**config.mk**
```make
export PLATFORM = sky130hd
export DESIGN_NAME = cfrt_ctrl
export DESIGN_NICKNAME = d
export VERILOG_FILES = /design/src/design/cfrt_pkg.sv /design/src/design/cfrt_ctrl.sv
export SDC_FILE = /design/constraint.sdc
export NUM_CORES = 1
export LEC_CHECK = 0
export BUFFER_PORTS_ARGS = -buffer_cell sky130_fd_sc_hd__buf_2
export CORE_UTILIZATION = 60
export DETAILED_ROUTE_END_ITERATION = 10
export PLACE_DENSITY_LB_ADDON = 0.1
export SYNTH_ARGS = -nofsm -noshare
export SYNTH_HDL_FRONTEND = slang
export SYNTH_SLANG_ARGS = --single-unit
```
**constraint.sdc**
```tcl
create_clock -name clk -period 3.7 [get_ports clk]
set_input_delay 0.185 -clock clk [delete_from_list [all_inputs] [get_ports clk]]
set_output_delay 0.185 -clock clk [all_outputs]
set_load 0.05 [all_outputs]
```
**src/design/cfrt_pkg.sv**
```systemverilog
// Shared types, codes and constants for the camera frame rotate/translate block.
package cfrt_pkg;

  localparam int unsigned CORDIC_STEPS = 18;
  localparam int unsigned SQRT_STEPS   = 29;
  localparam int unsigned DIV_STEPS    = 15;

  // configuration register indexes
  localparam logic [1:0] REG_HOME_X = 2'd0;
  localparam logic [1:0] REG_HOME_Y = 2'd1;
  localparam logic [1:0] REG_HOME_Z = 2'd2;

  typedef enum logic [2:0] {
    MODE_YAW       = 3'd0,
    MODE_PITCH     = 3'd1,
    MODE_ROLL      = 3'd2,
    MODE_TRANSLATE = 3'd3,
    MODE_STRAFE    = 3'd4,
    MODE_MOVE      = 3'd5,
    MODE_RISE      = 3'd6,
    MODE_HOME      = 3'd7
  } mode_t;

  typedef enum logic [3:0] {
    OP_NONE   = 4'd0,
    OP_START  = 4'd1,
    OP_CORDIC = 4'd2,
    OP_QUAD   = 4'd3,
    OP_TMUL   = 4'd4,
    OP_TACC   = 4'd5,
    OP_SQ     = 4'd6,
    OP_SQRT   = 4'd7,
    OP_DIVI   = 4'd8,
    OP_DIV    = 4'd9,
    OP_DEND   = 4'd10,
    OP_CROSS  = 4'd11,
    OP_SMUL   = 4'd12,
    OP_SADD   = 4'd13,
    OP_MISC   = 4'd14,
    OP_OUT    = 4'd15
  } op_t;

  typedef struct packed {
    op_t        op;
    logic [1:0] k;
    logic [4:0] cnt;
  } cmd_t;

  // atan(2^-i) in degrees, 23 fraction bits
  function automatic logic [29:0] atan_deg(input logic [4:0] i);
    logic [29:0] a;
    unique case (i)
      5'd0:  a = 30'd377487360;
      5'd1:  a = 30'd222843801;
      5'd2:  a = 30'd117744544;
      5'd3:  a = 30'd59768969;
      5'd4:  a = 30'd30000467;
      5'd5:  a = 30'd15014858;
      5'd6:  a = 30'd7509261;
      5'd7:  a = 30'd3754860;
      5'd8:  a = 30'd1877459;
      5'd9:  a = 30'd938733;
      5'd10: a = 30'd469367;
      5'd11: a = 30'd234683;
      5'd12: a = 30'd117342;
      5'd13: a = 30'd58671;
      5'd14: a = 30'd29335;
      5'd15: a = 30'd14668;
      5'd16: a = 30'd7334;
      5'd17: a = 30'd3667;
      default: a = 30'd0;
    endcase
    return a;
  endfunction

endpackage

```
**src/design/cfrt_ctrl.sv**
```systemverilog
// Sequencing state machine for the camera frame rotate/translate block.
module cfrt_ctrl (
  input  logic           clk,
  input  logic           rst_n,
  input  logic           in_tvalid,
  output logic           in_tready,
  input  cfrt_pkg::mode_t in_mode,
  output logic           out_tvalid,
  input  logic           out_tready,
  output cfrt_pkg::cmd_t cmd
);
  import cfrt_pkg::*;

  typedef enum logic [14:0] {
    S_IDLE  = 15'b000000000000001,
    S_CORD  = 15'b000000000000010,
    S_QUAD  = 15'b000000000000100,
    S_TMUL  = 15'b000000000001000,
    S_TACC  = 15'b000000000010000,
    S_SQ    = 15'b000000000100000,
    S_SQRT  = 15'b000000001000000,
    S_DIVI  = 15'b000000010000000,
    S_DIV   = 15'b000000100000000,
    S_DEND  = 15'b000001000000000,
    S_CROSS = 15'b000010000000000,
    S_SMUL  = 15'b000100000000000,
    S_SADD  = 15'b001000000000000,
    S_MISC  = 15'b010000000000000,
    S_OUT   = 15'b100000000000000
  } state_t;

  state_t     state_r, state_nxt;
  logic [4:0] cnt_r, cnt_nxt;
  logic [1:0] k_r, k_nxt;
  logic       out_valid_r, out_valid_nxt;

  assign in_tready  = (state_r == S_IDLE);
  assign out_tvalid = out_valid_r;

  always_comb begin
    state_nxt = state_r;
    cnt_nxt   = cnt_r;
    k_nxt     = k_r;
    cmd.op    = OP_NONE;
    cmd.k     = k_r;
    cmd.cnt   = cnt_r;
    unique case (state_r)
      S_IDLE: begin
        if (in_tvalid) begin
          cmd.op  = OP_START;
          cnt_nxt = 5'd0;
          k_nxt   = 2'd0;
          unique case (in_mode)
            MODE_YAW, MODE_PITCH, MODE_ROLL: state_nxt = S_CORD;
            MODE_TRANSLATE, MODE_HOME:       state_nxt = S_MISC;
            default:                         state_nxt = S_SMUL;
          endcase
        end
      end
      S_CORD: begin
        cmd.op = OP_CORDIC;
        if (cnt_r == 5'(CORDIC_STEPS - 1)) begin
          state_nxt = S_QUAD;
          cnt_nxt   = 5'd0;
        end else begin
          cnt_nxt = cnt_r + 5'd1;
        end
      end
      S_QUAD: begin
        cmd.op    = OP_QUAD;
        state_nxt = S_TMUL;
        k_nxt     = 2'd0;
      end
      S_TMUL: begin
        cmd.op    = OP_TMUL;
        state_nxt = S_TACC;
      end
      S_TACC: begin
        cmd.op = OP_TACC;
        if (k_r == 2'd2) begin
          state_nxt = S_SQ;
          k_nxt     = 2'd0;
        end else begin
          state_nxt = S_TMUL;
          k_nxt     = k_r + 2'd1;
        end
      end
      S_SQ: begin
        cmd.op = OP_SQ;
        if (k_r == 2'd2) begin
          state_nxt = S_SQRT;
          k_nxt     = 2'd0;
          cnt_nxt   = 5'd0;
        end else begin
          k_nxt = k_r + 2'd1;
        end
      end
      S_SQRT: begin
        cmd.op = OP_SQRT;
        if (cnt_r == 5'(SQRT_STEPS - 1)) begin
          state_nxt = S_DIVI;
          cnt_nxt   = 5'd0;
        end else begin
          cnt_nxt = cnt_r + 5'd1;
        end
      end
      S_DIVI: begin
        cmd.op    = OP_DIVI;
        state_nxt = S_DIV;
        cnt_nxt   = 5'd0;
      end
      S_DIV: begin
        cmd.op = OP_DIV;
        if (cnt_r == 5'(DIV_STEPS - 1)) begin
          state_nxt = S_DEND;
          cnt_nxt   = 5'd0;
        end else begin
          cnt_nxt = cnt_r + 5'd1;
        end
      end
      S_DEND: begin
        cmd.op = OP_DEND;
        if (k_r == 2'd2) begin
          state_nxt = S_CROSS;
          k_nxt     = 2'd0;
        end else begin
          state_nxt = S_DIVI;
          k_nxt     = k_r + 2'd1;
        end
      end
      S_CROSS: begin
        cmd.op = OP_CROSS;
        if (k_r == 2'd2) begin
          state_nxt = S_OUT;
        end else begin
          k_nxt = k_r + 2'd1;
        end
      end
      S_SMUL: begin
        cmd.op    = OP_SMUL;
        state_nxt = S_SADD;
      end
      S_SADD: begin
        cmd.op = OP_SADD;
        if (k_r == 2'd2) begin
          state_nxt = S_OUT;
        end else begin
          state_nxt = S_SMUL;
          k_nxt     = k_r + 2'd1;
        end
      end
      S_MISC: begin
        cmd.op    = OP_MISC;
        state_nxt = S_OUT;
      end
      S_OUT: begin
        if (!out_valid_r || out_tready) begin
          cmd.op    = OP_OUT;
          state_nxt = S_IDLE;
        end
      end
      default: state_nxt = S_IDLE;
    endcase
  end

  always_comb begin
    out_valid_nxt = out_valid_r;
    if (out_valid_r && out_tready) out_valid_nxt = 1'b0;
    if (cmd.op == OP_OUT) out_valid_nxt = 1'b1;
  end

  always_ff @(posedge clk) begin
    if (!rst_n) begin
      state_r     <= S_IDLE;
      cnt_r       <= 5'd0;
      k_r         <= 2'd0;
      out_valid_r <= 1'b0;
    end else begin
      state_r     <= state_nxt;
      cnt_r       <= cnt_nxt;
      k_r         <= k_nxt;
      out_valid_r <= out_valid_nxt;
    end
  end

  a_start_leaves_idle: assert property (@(posedge clk) disable iff (!rst_n)
    (in_tvalid && in_tready) |=> (state_r != S_IDLE))
    else $error("request accepted but sequencer stayed idle");

  a_out_hold: assert property (@(posedge clk) disable iff (!rst_n)
    (state_r == S_OUT && out_valid_r && !out_tready) |=> (state_r == S_OUT))
    else $error("result overwritten while previous one pending");

  a_cnt_range: assert property (@(posedge clk) disable iff (!rst_n)
    (cnt_r <= 5'(SQRT_STEPS - 1)))
    else $error("step counter out of range");

endmodule

```
* Word-level counts from Yosys, hierarchy flattened *
Cells that the tools add are included.

operators by class
  add/sub/neg operators = 2
  eq/ne operators = 32
  mux-type cells = 27
  reduce and logical (&&, ||, !) cells = 14

operator list
  kind                                                                      number
  15-bit one-hot mux with 15 select lines                                   1
  15-bit two-way mux                                                        8
  4-bit one-hot mux with 15 select lines                                    1
  5-bit one-hot mux with 6 select lines                                     1
  14-bit one-hot mux with 2 select lines                                    1
  5-bit two-way mux                                                         5
  2-bit inequality test (second input constant)                             8
  15-bit by 1-bit equality test with 1-bit output (second input constant)   1
  15-bit by 10-bit equality test with 1-bit output (second input constant)  1
  15-bit by 11-bit equality test with 1-bit output (second input constant)  1
  15-bit by 12-bit equality test with 1-bit output (second input constant)  1
  15-bit by 13-bit equality test with 1-bit output (second input constant)  1
  15-bit by 14-bit equality test with 1-bit output (second input constant)  1
  15-bit equality test (second input constant)                              1
  15-bit by 2-bit equality test with 1-bit output (second input constant)   1
  15-bit by 3-bit equality test with 1-bit output (second input constant)   1
  15-bit by 4-bit equality test with 1-bit output (second input constant)   1
  15-bit by 5-bit equality test with 1-bit output (second input constant)   1
  15-bit by 6-bit equality test with 1-bit output (second input constant)   1
  15-bit by 7-bit equality test with 1-bit output (second input constant)   1
  15-bit by 8-bit equality test with 1-bit output (second input constant)   1
  15-bit by 9-bit equality test with 1-bit output (second input constant)   1
  11-bit two-way mux                                                        1
  5-bit equality test (second input constant)                               2
  24 further kinds                                                          32

word-level totals
  bits in registers = 23
  input port bits = 7
  output and inout bits = 13
  word-level logic and storage cells = 79

* Depth between registers and ports, before layout *
Gate-level depths: netlist of the first run.

  depth in word-level cells = 6
  gate-level depth with buffers = 8
  depth with buffers taken out = 8

* Worst setup path after synthesis of the first run *
OpenSTA, ideal clock, no wires.

  kind = register -> output
  from = register state_r[10]
  to = output cmd[7] (netlist name)
  arrival time = 2.234 ns
  required time = 3.515 ns
  setup slack = 1.281 ns
  stages on the path, launching flop included = 9
  buffers on the path = 2
  cells stage by stage = dfxtp_1 > buf_2 > or4_1 > clkbuf_2 > nor2_2 > nand3_1 > inv_1 > nand2_1 > nand4_1

RTL lines
  element                 line              source
  start, declared         cfrt_ctrl.sv:32   state_t state_r, state_nxt;
  start signal, assigned  cfrt_ctrl.sv:179  state_r <= state_nxt;
  end, declared           cfrt_ctrl.sv:10   output cfrt_pkg::cmd_t cmd

==> results of run 1 <==
==> registers in the layout, summed over array words and instances, names as in the netlist <==
register,count
out_tvalid,1
state_r,15
k_r,2
cnt_r,5
==> report_power, final <==
group | total, mW | internal, mW | switching, mW | leakage, nW
registers | 0.271 | 0.256 | 0.0150 | 0.186
clock network | 0.130 | 0.0414 | 0.0891 | 0.0139
logic | 0.298 | 0.0957 | 0.202 | 0.531
==> worst reg2reg max path: cells and delay by family, from the launching register on <==
kind	cells	cell delay, ps
and+or+nand+nor	3	1680
AOI/OAI and AO/OA	3	520
DFF	1	430
==> routing by layer <==
| layer | vias to the layer above | track usage [%] | wire length, um |
|---|---|---|---|
| li1 | 858 | - | - |
| met1 | 849 | 43.4 | 2020 |
| met2 | 110 | 48.6 | 2210 |
| met3 | 17 | 7.44 | 499 |
| met4 | 0 | 15.3 | 138 |
| met5 | - | 0 | 0 |
==> cell families (layout without fill, tap and decap cells) <==
group	Yosys count	count (layout)	synth area share [%]
buffers and inverters	19	32	4.40
muxes	4	4	2.27
and+or+nand+nor	119	119	41.5
adders and majority gates	7	7	4.97
DFF	23	23	26.1
AOI/OAI and AO/OA	47	47	19.7
xor gates and xnor gates	2	2	0.994
==> per-stage QoR <==
step | hold WS (ps) | instances | setup WS (ps) | power, mW | area [um2]
after floorplan | 340 | 221 | 1280 | 0.496 | 1760
after global placement | 463 | 261 | 1160 | 0.561 | 1860
after detailed placement | 487 | 261 | 1120 | 0.562 | 1860
after CTS | 123 | 265 | 779 | 0.690 | 1890
after global routing | 116 | 265 | 545 | 0.734 | 1890
final | 125 | 265 | 703 | 0.700 | 1890
==> cells in the final DEF, fill, tap and decap left out, types with 3 or more instances in the layout <==
cell type and n:
a22oi_1 3, clkbuf_4 3, nor4b_1 4, dfxtp_1 23, nor4b_2 4, nor2b_1 5, nand2_1 24, buf_2 19
nor3_1 9, and2_1 4, or3_1 4, o311ai_0 3, o21ai_0 5, nand3_1 14, a21o_1 3, a21oi_1 7
ha_1 7, a31oi_1 5, nand2b_1 5, nand4_1 7, inv_1 8, mux2i_1 4, nor2_1 18
==> area by class of cell <==
| type | instances | area (um2) | area share, % |
|---|---|---|---|
| well taps | 31 | 38.8 | 2.06 |
| inverters | 8 | 30.0 | 1.59 |
| multi-input cells | 179 | 1220 | 64.9 |
| clock inverters | 1 | 7.51 | 0.398 |
| repair buffers | 20 | 103 | 5.44 |
| clock buffers | 3 | 22.5 | 1.19 |
| flip-flops and latches | 23 | 460 | 24.4 |
==> worst paths after layout <==
| path | startpoint | end | slack, ps |
|---|---|---|---|
| setup / recovery | state_r[5]$_SDFFE_PN0P_ | cmd[8] | 700 |
| hold / removal | in_mode[0] | state_r[13]$_SDFFE_PN0P_ | 130 |
| setup reg to reg | state_r[5]$_SDFFE_PN0P_ | cnt_r[3]$_SDFFE_PN0P_ | 1010 |
| hold reg to reg | k_r[1]$_SDFFE_PN0P_ | k_r[1]$_SDFFE_PN0P_ | 510 |
==> metrics.cfg, run 1 <==
[worst_setup_path]
end_kind = output pin
critPathBufInv = 1
crit_cells = 7
cp.required_ps = 3510
worst_ep_arrival_time_ps = 2810
cp_max_fo = 15
crit_top_cell = nand4_1
critPathLaunchType = flip-flop
crit_family = simple AND/OR/NAND/NOR gates
slowest_delay_ps = 790
path_class = flip-flop to output pin
ff2ff_path_depth = 6
path_cells = nor4_4 -> and2_1 -> nand4_1 -> nor2b_1 -> a31oi_1 -> nand4_1 -> buf_2
slowest_stage = nor4_4

[floorplan]
die_h_um = 56.2
start_util_pct = 63.9
die_area_mm2 = 0.00316
ios = 20
rows = 19
die_w_um = 56.2
core_mm2 = 0.00276

[detailed_routing]
vias = 1834
dr.pass1.iters = 5
finalWirelength_um = 4860
antenna_left = 0
wire_per_inst_um = 18.3
viasPerCell = 6.92
drtIter0Drc = 177
drc = 0

[cts]
post_cts_resized = 0
worstSkewPairLatency_ps = 330
clockBufferDepth = 2
h-tree-depth = 1
clockRootBuffer = clkbuf_4
numCtsBuffers = 3
cts_setup_buffers = 0
clock-sinks = 23
cts_tree = built
clk_pin_slew_ps = 150
cts_hold_repair.buffers = 0

[grt]
grt_pass1_wl_um = 8050
antenna_found_initial = 0
grt_util_all_layers_pct = 32.2
grt_pass1_vias = 1681
grt_max_degree = 24
grt_remaining_overflow = 0

[timing]
rsz0062_at_grt = false
tns_ps = 0
clock_skew_ps = 11.9
tightest_slew_ps = 830
period_share_pct = 81.0
min_period_ps = 3000
slew_violations = 0
finalHoldViolCount = 0
finalSetupViolations = 0
max_slew_margin_pct = 44.2
fmax_mhz = 334

[place]
hpwl_um = 3530
io_buffers = 19
finalWeightedCongestion = 0.990

[synthesis]
synth_top_area_cell = dfxtp_1
yosysMostFrequentCell = nand2_1
synth_warnings = 0
avgSynthCellArea_um2 = 7.97
synth_cell_type_count = 58
syn_nets = 235
synth_edf_count = 0
yosys-top-cells-count = nand2_1, dfxtp_1, nor2_1
syn-instance-count = 221
synth_top_area_share_pct = 26.1
async_flop_share_pct = 0
ys_seq_area_share_pct = 26.1
ys_ff_latch = 23
synthTopCellsByArea = dfxtp_1, nand2_1, ha_1
syn_area_mm2 = 0.00176
ys.flop_type = dfxtp_1

[hold_path]
min_path_cells = 3
hold_class = input port to flip-flop

[job]
maxCapViolCount = 0

[power]
ir_worst_vdd_uv = 242
leakage_nw = 0.731
powerDensity_mw_per_mm2 = 371

[status]
status = completed

[layout]
area_growth_pct = 7.03
drive_gt1_share_pct = 16.7
fillers = 249
fin_util_pct = 68.4
diodes = 0
layout.nets = 249

(Power assumes the default switching activity.)
==> run 2: changes to the inputs <==
Settings changed: CORE_UTILIZATION 60 to 53.
Clock period 3.7 ns to 2.5 ns, I/O delays scaled along.
==> run 2 against run 1 <==
Net effect: routed wire length up 2.2%; register-to-register slack worse by 920 ps; sequential share of layout area down 1.8 points; non-clock buffer count up 16; die area up 13%; global-route usage down 3.0 points; via count up 4.4%; first-iteration DRC count down 12%; clock power up 41%; combinational power up 74%; critical path depth down 1; highest routed layer unchanged.
==> metrics.cfg, run 2 (same netlist as run 1, synthesis figures left out) <==
[status]
status = completed

[worst_setup_path]
slowest_delay_ps = 580
critPathLaunchType = flip-flop
path_cells = or4_4 -> or3_1 -> a21o_1 -> nand3_1 -> or2_2 -> clkbuf_4
worst_ep_arrival_time_ps = 2290
end_kind = output pin
cp_max_fo = 8
path_class = flip-flop to output pin
cp.required_ps = 2380
slowest_stage = or4_4

[timing]
min_period_ps = 2410
rsz0062_at_grt = false
fmax_mhz = 414
slew_violations = 0
max_slew_margin_pct = 48.7
finalSetupViolations = 0
period_share_pct = 96.5
finalHoldViolCount = 0
tightest_slew_ps = 758
tns_ps = 0
clock_skew_ps = 6.10

[cts]
clk_pin_slew_ps = 140
clockBufferDepth = 2
numCtsBuffers = 3
cts_hold_repair.buffers = 0
h-tree-depth = 1
worstSkewPairLatency_ps = 320
clockRootBuffer = clkbuf_4
cts_tree = built
clock-sinks = 23

[detailed_routing]
viasPerCell = 6.49
drc = 0
antenna_left = 0
dr.pass1.iters = 5
wire_per_inst_um = 16.8
finalWirelength_um = 4970
drtIter0Drc = 155
vias = 1914

[layout]
final_common_cell = nand2_1
layout_common_cells = nand2_1, dfxtp_1, nor2_1, buf_4, buf_2
reg_top3 = state_r x15, cnt_r x5, k_r x2
fillers = 283
multiInputGateArea_mm2 = 0.00123
seqCellArea_um2 = 465
layout.nets = 265
stdcell_count = 295
drive_gt1_share_pct = 24.0
area_growth_pct = 16.9
top_register = state_r
largest_reg_flops = 15
fin_area_mm2 = 0.00206

[floorplan]
die_w_um = 59.7
die_area_mm2 = 0.00356
rows = 20
core_mm2 = 0.00310
die_h_um = 59.7
start_util_pct = 56.8
ios = 20

[grt]
grt_max_degree = 24
grt_pass1_wl_um = 7760
grt_use_met1_pct = 40.6
grt_use_met2_pct = 43.5
grt_remaining_overflow = 0
grt_pass1_vias = 1630
antenna_found_initial = 0
grt.busiest_layer = met2
use_met3_pct = 5.84
grt_util_all_layers_pct = 29.2

[job]
maxCapViolCount = 0

[power]
powerDensity_mw_per_mm2 = 535
leakage_nw = 0.821
ir_worst_vdd_uv = 246

[place]
hpwl_um = 3690
io_buffers = 19
finalWeightedCongestion = 1.03
dp.cells = 286
place_area_mm2 = 0.00197

[hold_path]
hold_class = input port to flip-flop

[run 2: final timing paths]
| path | slack (ps) | start | cells past startpoint | endpoint |
|---|---|---|---|---|
| max reg2reg | 90 | state_r[4]$_SDFFE_PN0P_ | 8 | state_r[0]$_SDFFE_PN1P_ |
| min reg2reg | 510 | k_r[1]$_SDFFE_PN0P_ | 2 | k_r[1]$_SDFFE_PN0P_ |
| min | 90 | in_mode[1] | 3 | state_r[13]$_SDFFE_PN0P_ |
| max | 90 | state_r[10]$_SDFFE_PN0P_ | 6 | cmd[10] |
[run 2: worst max-delay path, delay by kind of cell (launching register included)]
family                 cells  cell delay [ps]
buffers and inverters      1              210
DFF                        1              420
AOI/OAI and AO/OA          1              190
and+or+nand+nor            4             1150
[run 2: timing repair]
item                       4_1_cts  5_1_grt
buffers inserted                 0        4
resized for setup                1       11
pin swaps                        0        0
setup endpoints to repair        1        4
[run 2: per-layer routing]
| metal | up-vias | part of all wire, % |
|---|---|---|
| met1 | 876 | 41 |
| met5 | - | 0 |
| met4 | 0 | 2.8 |
| met2 | 122 | 46 |
| li1 | 894 | - |
| met3 | 22 | 10 |
[run 2: power breakdown]
| group | total, mW | switching, mW | internal [mW] |
|---|---|---|---|
| Combinational | 0.520 | 0.311 | 0.209 |
| Sequential | 0.399 | 0.0198 | 0.379 |
| Clock | 0.183 | 0.121 | 0.0624 |
| Total | 1.10 | 0.452 | 0.650 |
[run 2: cell type report]
| class | count | area share, % |
|---|---|---|
| Multi-Input combinational cell | 179 | 60.0 |
| Sequential cell | 23 | 22.6 |
| Timing Repair Buffer | 36 | 11.9 |
| Tap cell | 44 | 2.67 |
| Inverter | 8 | 1.46 |
| Clock buffer | 4 | 1.28 |
| Antenna cell | 1 | 0.122 |
[run 2: stage by stage]
stage	setup slack, ps	utilization, %	hold slack, ps	total power [mW]
6_report	86.4	66.4	85.2	1.10
5_1_grt	0.201	66.3	73.7	1.15
4_1_cts	22.6	64.6	71.2	1.05
3_5_place_dp	194	63.6	423	0.872
3_3_place_gp	134	63.6	435	0.873
2_1_floorplan	141	-	280	0.735
